**config.mk**
```make
export PLATFORM = sky130hd
export DESIGN_NAME = telegram_decimal_checksum
export DESIGN_NICKNAME = d
export VERILOG_FILES = /design/src/design/tdc_pkg.sv /design/src/design/tdc_front.sv /design/src/design/tdc_queue.sv /design/src/design/tdc_back.sv /design/src/design/telegram_decimal_checksum.sv
export SDC_FILE = /design/constraint.sdc
export NUM_CORES = 1
export LEC_CHECK = 0
export BUFFER_PORTS_ARGS = -buffer_cell sky130_fd_sc_hd__buf_2
export CAP_MARGIN = 20
export CORE_AREA = 5 5 134 136
export DETAILED_ROUTE_END_ITERATION = 8
export DIE_AREA = 0 0 139 141
export HOLD_SLACK_MARGIN = 0.12
export PLACE_DENSITY_LB_ADDON = 0.3
export REMOVE_ABC_BUFFERS = 1
export SYNTH_ARGS = -nofsm -noshare
export SYNTH_HDL_FRONTEND = slang
export SYNTH_SLANG_ARGS = --single-unit
export TNS_END_PERCENT = 5
```
**constraint.sdc**
```tcl
create_clock -name clk -period 8.55 [get_ports clk]
set_clock_uncertainty 0.1 [all_clocks]
set_input_delay 1.2825 -clock clk [delete_from_list [all_inputs] [get_ports clk]]
set_output_delay 1.2825 -clock clk [all_outputs]
set_load 0.01 [all_outputs]
```
**src/design/tdc_pkg.sv**
```systemverilog
// Shared types and constants for the telegram decimal checksum block.
// Used by the front, queue, back and top-level modules; depends on nothing.
package tdc_pkg;

    localparam logic [7:0] TERM_BYTE  = 8'h0D;
    localparam logic [7:0] ASCII_ZERO = 8'd48;

    localparam int QUEUE_DEPTH = 4;
    localparam int QPTR_W      = $clog2(QUEUE_DEPTH);
    localparam int QCNT_W      = $clog2(QUEUE_DEPTH + 1);

    // Work orders passed from the front to the back.
    typedef enum logic [1:0] {
        OP_ECHO,
        OP_ECHO_LAST,
        OP_VERDICT
    } tdc_op_kind_t;

    typedef struct packed {
        tdc_op_kind_t kind;
        logic [7:0]   data;
        logic [7:0]   sum;
        logic         ok;
    } tdc_op_t;

    // One result word as shown on the output side.
    typedef struct packed {
        logic [7:0] data;
        logic       is_verdict;
        logic       ok;
        logic       eor;
    } tdc_result_t;

    // Back-end sequencer: pass queue entries through, or spell out the checksum.
    typedef enum logic [2:0] {
        BK_PASS,
        BK_HUNDREDS,
        BK_TENS,
        BK_UNITS,
        BK_TERM
    } tdc_back_state_t;

endpackage

```
**src/design/tdc_front.sv**
```systemverilog
// Front end: takes input words, keeps the running sum and tail window, and
// queues every word in generate mode but only terminators in check mode. Depends on tdc_pkg.
module tdc_front (
    input  logic              clk,
    input  logic              rst_n,
    input  logic              cfg_wen,
    input  logic              cfg_wdata,
    input  logic              in_valid,
    input  logic [7:0]        in_data,
    input  logic              in_last,
    input  logic              q_full,
    output logic              q_push,
    output tdc_pkg::tdc_op_t  q_entry
);

    logic        mode_reg;
    logic [7:0]  sum_reg, sum_next;
    logic [7:0]  win_reg [3];
    logic [7:0]  win_next [3];
    logic [1:0]  seen_reg, seen_next;
    logic        accept;
    logic        is_term;
    logic signed [15:0] d2e, d1e, d0e, supplied;
    logic        verdict_ok;

    assign accept  = in_valid && !q_full;
    assign is_term = (in_data == tdc_pkg::TERM_BYTE);

    assign d2e = $signed({8'h00, win_reg[2]}) - $signed({8'h00, tdc_pkg::ASCII_ZERO});
    assign d1e = $signed({8'h00, win_reg[1]}) - $signed({8'h00, tdc_pkg::ASCII_ZERO});
    assign d0e = $signed({8'h00, win_reg[0]}) - $signed({8'h00, tdc_pkg::ASCII_ZERO});
    assign supplied = d2e * 16'sd100 + d1e * 16'sd10 + d0e;
    assign verdict_ok = (seen_reg == 2'd3) && (supplied == $signed({8'h00, sum_reg}));

    always_comb
    begin
        sum_next    = sum_reg;
        win_next[0] = win_reg[0];
        win_next[1] = win_reg[1];
        win_next[2] = win_reg[2];
        seen_next   = seen_reg;
        q_push      = 1'b0;
        q_entry     = '{kind: tdc_pkg::OP_ECHO, data: in_data, sum: 8'h00, ok: 1'b0};
        if (accept)
        begin
            if (mode_reg)
            begin
                q_push      = 1'b1;
                q_entry.sum = sum_reg + in_data;
                if (in_last)
                begin
                    q_entry.kind = tdc_pkg::OP_ECHO_LAST;
                    sum_next     = 8'h00;
                end
                else
                begin
                    sum_next = sum_reg + in_data;
                end
            end
            else if (is_term)
            begin
                q_push      = 1'b1;
                q_entry     = '{kind: tdc_pkg::OP_VERDICT, data: tdc_pkg::TERM_BYTE,
                                sum: sum_reg, ok: verdict_ok};
                sum_next    = 8'h00;
                win_next[0] = 8'h00;
                win_next[1] = 8'h00;
                win_next[2] = 8'h00;
                seen_next   = 2'd0;
            end
            else
            begin
                // The oldest window byte joins the sum once three are held.
                if (seen_reg == 2'd3)
                begin
                    sum_next = sum_reg + win_reg[2];
                end
                else
                begin
                    seen_next = seen_reg + 2'd1;
                end
                win_next[2] = win_reg[1];
                win_next[1] = win_reg[0];
                win_next[0] = in_data;
            end
        end
    end

    always_ff @(posedge clk or negedge rst_n)
    begin
        if (!rst_n)
        begin
            mode_reg   <= 1'b0;
            sum_reg    <= 8'h00;
            win_reg[0] <= 8'h00;
            win_reg[1] <= 8'h00;
            win_reg[2] <= 8'h00;
            seen_reg   <= 2'd0;
        end
        else if (cfg_wen)
        begin
            mode_reg   <= cfg_wdata;
            sum_reg    <= 8'h00;
            win_reg[0] <= 8'h00;
            win_reg[1] <= 8'h00;
            win_reg[2] <= 8'h00;
            seen_reg   <= 2'd0;
        end
        else
        begin
            sum_reg    <= sum_next;
            win_reg[0] <= win_next[0];
            win_reg[1] <= win_next[1];
            win_reg[2] <= win_next[2];
            seen_reg   <= seen_next;
        end
    end

endmodule

```
**src/design/tdc_queue.sv**
```systemverilog
// Short queue of operations between the front and back ends.
// Depends on tdc_pkg for the entry type and depth.
module tdc_queue (
    input  logic              clk,
    input  logic              rst_n,
    input  logic              push,
    input  tdc_pkg::tdc_op_t  wr_entry,
    output logic              full,
    input  logic              pop,
    output tdc_pkg::tdc_op_t  rd_entry,
    output logic              empty
);

    tdc_pkg::tdc_op_t                  slot_reg [tdc_pkg::QUEUE_DEPTH];
    logic [tdc_pkg::QPTR_W-1:0]        wr_ptr_reg, rd_ptr_reg;
    logic [tdc_pkg::QCNT_W-1:0]        count_reg, count_next;
    logic                              do_push, do_pop;

    assign full     = (count_reg == tdc_pkg::QCNT_W'(tdc_pkg::QUEUE_DEPTH));
    assign empty    = (count_reg == '0);
    assign do_push  = push && !full;
    assign do_pop   = pop && !empty;
    assign rd_entry = slot_reg[rd_ptr_reg];

    always_comb
    begin
        count_next = count_reg;
        if (do_push && !do_pop)
        begin
            count_next = count_reg + 1'b1;
        end
        else if (do_pop && !do_push)
        begin
            count_next = count_reg - 1'b1;
        end
    end

    always_ff @(posedge clk or negedge rst_n)
    begin
        if (!rst_n)
        begin
            wr_ptr_reg <= '0;
            rd_ptr_reg <= '0;
            count_reg  <= '0;
        end
        else
        begin
            if (do_push)
            begin
                wr_ptr_reg <= wr_ptr_reg + 1'b1;
            end
            if (do_pop)
            begin
                rd_ptr_reg <= rd_ptr_reg + 1'b1;
            end
            count_reg <= count_next;
        end
    end

    always_ff @(posedge clk)
    begin
        if (do_push)
        begin
            slot_reg[wr_ptr_reg] <= wr_entry;
        end
    end

endmodule

```
**src/design/tdc_back.sv**
```systemverilog
// Back end: drains queued operations into the output register, following a
// final payload byte with three ASCII checksum digits and a terminator. Depends on tdc_pkg.
module tdc_back (
    input  logic                  clk,
    input  logic                  rst_n,
    input  tdc_pkg::tdc_op_t      q_head,
    input  logic                  q_empty,
    output logic                  q_pop,
    output tdc_pkg::tdc_result_t  res,
    output logic                  res_empty,
    input  logic                  res_pop
);

    tdc_pkg::tdc_back_state_t state_reg, state_next;
    logic [7:0]           sum_reg;
    logic                 out_valid_reg;
    tdc_pkg::tdc_result_t out_reg;
    tdc_pkg::tdc_result_t res_next;
    logic                 res_next_valid;
    logic                 slot_free;
    logic                 load_last;

    logic [1:0]  hundreds;
    logic [6:0]  rem100;
    logic [14:0] tens_prod;
    logic [3:0]  tens;
    logic [3:0]  units;

    // Decimal digits of the stored sum: compares for hundreds, reciprocal
    // multiply for tens (exact for values below 100).
    always_comb
    begin
        if (sum_reg >= 8'd200)
        begin
            hundreds = 2'd2;
            rem100   = 7'(sum_reg - 8'd200);
        end
        else if (sum_reg >= 8'd100)
        begin
            hundreds = 2'd1;
            rem100   = 7'(sum_reg - 8'd100);
        end
        else
        begin
            hundreds = 2'd0;
            rem100   = sum_reg[6:0];
        end
        tens_prod = {8'h00, rem100} * 15'd205;
        tens      = 4'(tens_prod >> 11);
        units     = 4'(rem100 - {3'b000, tens} * 7'd10);
    end

    assign slot_free = !out_valid_reg || res_pop;
    assign load_last = (state_reg == tdc_pkg::BK_PASS) && slot_free && !q_empty
                       && (q_head.kind == tdc_pkg::OP_ECHO_LAST);

    always_comb
    begin
        state_next = state_reg;
        unique case (state_reg)
            tdc_pkg::BK_PASS:     if (load_last) state_next = tdc_pkg::BK_HUNDREDS;
            tdc_pkg::BK_HUNDREDS: if (slot_free) state_next = tdc_pkg::BK_TENS;
            tdc_pkg::BK_TENS:     if (slot_free) state_next = tdc_pkg::BK_UNITS;
            tdc_pkg::BK_UNITS:    if (slot_free) state_next = tdc_pkg::BK_TERM;
            tdc_pkg::BK_TERM:     if (slot_free) state_next = tdc_pkg::BK_PASS;
            default:              state_next = tdc_pkg::BK_PASS;
        endcase
    end

    always_comb
    begin
        res_next       = '{data: 8'h00, is_verdict: 1'b0, ok: 1'b0, eor: 1'b0};
        res_next_valid = 1'b1;
        q_pop          = 1'b0;
        unique case (state_reg)
            tdc_pkg::BK_PASS:
            begin
                res_next_valid = !q_empty;
                q_pop          = slot_free;
                if (q_head.kind == tdc_pkg::OP_VERDICT)
                begin
                    res_next = '{data: tdc_pkg::TERM_BYTE, is_verdict: 1'b1,
                                 ok: q_head.ok, eor: 1'b1};
                end
                else
                begin
                    res_next.data = q_head.data;
                end
            end
            tdc_pkg::BK_HUNDREDS:
                res_next.data = tdc_pkg::ASCII_ZERO + {6'h00, hundreds};
            tdc_pkg::BK_TENS:
                res_next.data = tdc_pkg::ASCII_ZERO + {4'h0, tens};
            tdc_pkg::BK_UNITS:
                res_next.data = tdc_pkg::ASCII_ZERO + {4'h0, units};
            tdc_pkg::BK_TERM:
            begin
                res_next.data = tdc_pkg::TERM_BYTE;
                res_next.eor  = 1'b1;
            end
            default:
                res_next_valid = 1'b0;
        endcase
    end

    always_ff @(posedge clk or negedge rst_n)
    begin
        if (!rst_n)
        begin
            state_reg     <= tdc_pkg::BK_PASS;
            out_valid_reg <= 1'b0;
        end
        else
        begin
            state_reg <= state_next;
            if (slot_free)
            begin
                out_valid_reg <= res_next_valid;
            end
        end
    end

    always_ff @(posedge clk)
    begin
        if (slot_free)
        begin
            out_reg <= res_next;
        end
        if (load_last)
        begin
            sum_reg <= q_head.sum;
        end
    end

    assign res       = out_reg;
    assign res_empty = !out_valid_reg;

endmodule

```
**src/design/telegram_decimal_checksum.sv**
```systemverilog
// Channel    Handshake            Contents
// input      push / full          data_byte, last
// result     empty / pop          out_byte, is_verdict, checksum_ok, end_of_run
// config     cfg_wen              cfg_wdata (mode: 0 check, 1 generate)
//
// One input word is taken per cycle while the operation queue has room; each
// result word leaves the output register when pop is high. A final payload byte in
// generate mode keeps the back-end sequencer busy through the echo, three digits
// and terminator, so input stalls once the queue fills.
// Reset is asynchronous, active low, and clears mode and all telegram state.
// A mode write clears the telegram state of the front end.
module telegram_decimal_checksum (
    input  logic       clk,
    input  logic       rst_n,
    input  logic       cfg_wen,
    input  logic       cfg_wdata,
    input  logic       push,
    output logic       full,
    input  logic [7:0] data_byte,
    input  logic       last,
    output logic       empty,
    input  logic       pop,
    output logic [7:0] out_byte,
    output logic       is_verdict,
    output logic       checksum_ok,
    output logic       end_of_run
);

    logic                 q_full, q_empty, q_push, q_pop;
    tdc_pkg::tdc_op_t     q_wr, q_rd;
    tdc_pkg::tdc_result_t res;

    assign full = q_full;

    tdc_front u_front (
        .clk       (clk),
        .rst_n     (rst_n),
        .cfg_wen   (cfg_wen),
        .cfg_wdata (cfg_wdata),
        .in_valid  (push),
        .in_data   (data_byte),
        .in_last   (last),
        .q_full    (q_full),
        .q_push    (q_push),
        .q_entry   (q_wr)
    );

    tdc_queue u_queue (
        .clk      (clk),
        .rst_n    (rst_n),
        .push     (q_push),
        .wr_entry (q_wr),
        .full     (q_full),
        .pop      (q_pop),
        .rd_entry (q_rd),
        .empty    (q_empty)
    );

    tdc_back u_back (
        .clk       (clk),
        .rst_n     (rst_n),
        .q_head    (q_rd),
        .q_empty   (q_empty),
        .q_pop     (q_pop),
        .res       (res),
        .res_empty (empty),
        .res_pop   (pop)
    );

    assign out_byte    = res.data;
    assign is_verdict  = res.is_verdict;
    assign checksum_ok = res.ok;
    assign end_of_run  = res.eor;

endmodule

```
# == After elaboration in Yosys (flattened, before gate mapping) ==
# Memory sizes are Yosys's and may differ from the RTL's.
# Cells that the tools add are included.
# Widths: inputs -> output; s select.
# totals
inputBits,15
n_memories,1
mem_bits_rw,76
output_inout_bits,13
regBits,65
wordCells,129
# op_classes
eq_ne,17
n_addsub,18
mul,4
order_cmp,2
n_reduce_logical,26
mux,45
# mem_list
name,words,width,read_ports,rd_ports_with_merged_regs,wr,line,text
u_queue.slot_reg,4,19,1,0,1,tdc_queue.sv:14,tdc_pkg::tdc_op_t slot_reg [tdc_pkg::QUEUE_DEPTH];
# ops
cell,count
$mux 24,4
$mux 8,9
$pmux 8 s5,1
$mux 19,2
$add 16x16->16,2
$sub 8x6->9 const B,3
$mux 3,8
$add 8x8->8,2
$eq 16x9->1,1
$mul 16x4->15 const B,1
$mul 16x6->14 const B,1
$mul 7x8->15 const B,1
$pmux 3 s5,1
$add 6x4->7 const A,2
$mux 2,7
$mux 7,2
$sub 7x7->7 const B,2
$ne 2x1->1 const B,5
$logic_and 1x1->1,9
$mux 1,9
$eq 8x4->1 const B,1
$ge 8x7->1 const B,1
$ge 8x8->1 const B,1
$add 6x2->7 const A,1
22 further kinds,36

# == Depth between registers and ports, before layout ==
# logic_depth
depth_word,9
depth_mapped,30
mapped_depth_nobuf,30

# == Cells and area by module ==
# A second synthesis with hierarchy kept.
# hier_totals
hier_cells,842
area_unflattened_um2,9865.7
# by_module_without_submodules
mod,cells_per_inst,area_each_um2,seq_area_each_um2,instances
tdc_front,494,4478.0,875.8,1
tdc_queue,135,3159.3,2457.4,1
tdc_back,213,2228.4,670.6,1

# == Worst setup path before layout ==
# Ideal clock, no wire load.
# synth_path
kind,reg-to-reg
startpoint,reg u_back.sum_reg[5]
endpoint,"reg u_back.out_reg, in the netlist u_back.res[6], data pin"
arrival_time_ps,5636
setup_time_ps,265
setup_slack_ps,2549
synth_period_minus_slack_ps,6001
path_buffers,2
t_required_ps,8185
path_stages_with_launch,28
cell_sequence,edfxtp_1 buf_6 o311a_1 a41o_1 buf_6 a21oi_1 a22oi_2 xnor2_1 ha_1 inv_1 fa_1 inv_1 ha_1 ha_1 ha_1 a21o_1 a21o_1 a21oi_1 a21bo_2 xnor2_1 inv_1 ha_1 inv_1 fa_1 xnor2_1 xnor2_1 xnor2_1 a22oi_1
# synth_lines
element,line,text
from (decl),tdc_back.sv:15,logic [7:0] sum_reg;
from (signal assigned),tdc_back.sv:131,sum_reg <= q_head.sum;
to (signal assigned),tdc_back.sv:127,out_reg <= res_next;
to (decl),tdc_back.sv:17,tdc_pkg::tdc_result_t out_reg;

==> impl_metrics.toml <==
[detailed_routing]
viasPerCell = 5.67
wire_per_inst_um = 17.2
postRouteAntennaNets = 0
drt-initial-drc-count = 445
vias = 6350
drcViolationCount = 0
dr.pass1.iters = 5
wirelength_um = 19200

[yosys]
synthCells = 863
post-synth-top-area-fraction = 0.294
synthTopCellsByCount = "ha_1, edfxtp_1, inv_1"
synth-edff-count = 95
yosysWarnings = 0
yosysUniqueCellTypes = 60
yosysTopAreaCell = "edfxtp_1"
syn_area_per_cell_um2 = 11.2
yosys.cell_count.top_type = "ha_1"
synth.area.top_cells = "edfxtp_1, ha_1, dfrtp_1"
netlist_area_mm2 = 0.00969
ys_ff_latch = 141
ys_seq_area_frac = 0.413
synth_flop_cell = "edfxtp_1"
async_flop_share = 0.326

[placement]
io_buffers = 27
dp_hpwl_um = 14000
place_area_mm2 = 0.0100
post-place-ws_ps = 2060
gp_congestion = 0.847

[sta]
worst_slew_pin_slew_ps = 1020
setup_viol = 0
slew_viol_final = 0
rsz0062_at_grt = "false"
period_share = 0.766
setup_ws_ps = 2000
setup-tns-final_ps = 0
relSlewSlack = 0.318
finalCriticalPeriod_ps = 6550
max_freq_mhz = 153
hold_viol_final = 0

[clock_tree]
clockRootBuffer = "clkbuf_16"
clk_pin_slew_ps = 60
cts-hold-fix-buffers = 0
ctsResizeCount = 0
post_cts_buffers = 0
worstSkewPairLatency_ps = 420
cts_max_path_buffers = 2
cts_tree = "done"
clkSinkCount = 141
h-tree-depth = 4
cts_buffers = 17

[worst_setup_path]
cp-start-kind = "flip-flop"
slowest_delay_ps = 500
end_kind = "flip-flop"
arrival_ps = 6580
critPathKind = "reg2reg"
slowest_stage = "fa_1"
worstPathMaxFanout = 5
required_ps = 8580

[global_routing]
use_met1 = 0.279
groute.layer.met3.usage = 0.0424
grt_usage = 0.206
grt_max_degree = 50
busiest_layer = "met2"
grt_pass1_vias = 6451
gr-usage-met2 = 0.337
gr-total-overflow = 0
antenna_found_initial = 0
grt_pass1_wl_um = 32000

[run]
maxCapViolCount = 0

[floorplan]
rows = 48
die_h_um = 141
ioPinCount = 28
fp.dieArea_mm2 = 0.0196
coreArea_mm2 = 0.0168
start_util = 0.576
die_width_um = 139

[finish]
final_util = 0.627
final_area_mm2 = 0.0106
drive_gt1_frac = 0.111
num_antenna_cells = 0
largest_reg_flops = 76
fin_nets = 1045
area_growth_pct = 8.87

[pwr]
ir_drop_mv = 0.344
p_leak_nw = 4.60
power.total_w = 0.00428
power_density_mw_per_mm2 = 405

[outcome]
outcome = "finished clean"

[min_path]
hold_path.class = "reg2reg"
placed cells by master, fill, tap and decap left out, types with 8 or more instances in the layout:
cell type and count:
a211oi_1 9, a21o_1 8, a21oi_1 49, a22oi_1 9, and2_1 9, buf_2 27, clkbuf_16 17, dfrtp_1 46
edfxtp_1 95, fa_1 34, ha_1 115, inv_1 88, mux4_2 19, nand2_1 66, nand2b_1 14, nor2_1 47
nor2b_1 9, nor3_1 8, o21ai_0 43, xnor2_1 50, xor2_1 20
routing by layer:
| layer | wire, µm | vias up |
|---|---|---|
| li1 | - | 3087 |
| met1 | 9020 | 3090 |
| met2 | 9100 | 147 |
| met3 | 831 | 26 |
| met4 | 280 | 0 |
| met5 | 0 | - |
final timing paths:
path / startpoint / end / slack, ps / depth (start not counted)
min: u_queue.count_reg[2] / u_queue.count_reg[2] / 370 / 1
max: u_back.sum_reg[2] / u_back.res[6] / 2000 / 30
min reg2reg: u_queue.count_reg[2] / u_queue.count_reg[2] / 370 / 1
max reg2reg: u_back.sum_reg[2] / u_back.res[6] / 2000 / 30
min in group asynchronous: rst_n / u_back.out_valid_reg / 850 / 2
max in group asynchronous: rst_n / u_front.sum_reg[7] / 7020 / 2
power by group:
group | switching (W) | internal [W] | total (W)
clock | 0.000285 | 0.000386 | 0.000671
sequential | 0.000123 | 0.000869 | 0.000992
combinational | 0.00141 | 0.00121 | 0.00261
total | 0.00182 | 0.00246 | 0.00428
cells by family (layout without fill, tap and decap cells):
| logic type | Yosys count | in the layout | share of synthesized area |
|---|---|---|---|
| AO/OA/AOI/OAI | 170 | 170 | 0.113 |
| buffers and inverters | 121 | 152 | 0.0485 |
| multiplexers | 23 | 23 | 0.0485 |
| AND/OR/NAND/NOR | 187 | 187 | 0.0903 |
| flip-flops | 141 | 141 | 0.413 |
| adder cells (fa/ha/maj) | 149 | 149 | 0.219 |
| XOR/XNOR | 72 | 72 | 0.0679 |
critical path, delay by kind of cell (launching register included):
family                     cells  cell delay, ps
adders and majority gates      8            2600
AOI/OAI and AO/OA              6            1210
and+or+nand+nor                6             800
xor gates and xnor gates       5             690
buffers and inverters          5             440
DFF                            1             420
final cells by class:
type / instances / area, µm²
well taps: 225 / 282
flip-flops and latches: 141 / 4000
inverters: 88 / 330
clock buffers: 19 / 453
repair buffers: 32 / 173
fillers: 1313 / 6270
clock inverters: 13 / 90.1
multi-input cells: 601 / 5220
metrics by stage:
stage / std cells / hold slack, ps
2_1_floorplan: 830 / 347
6_report: 1119 / 374
4_1_cts: 1118 / 378
3_5_place_dp: 1086 / 369
5_1_grt: 1119 / 403
3_3_place_gp: 1086 / 366
No activity file was read; power rests on OpenSTA's default activity.
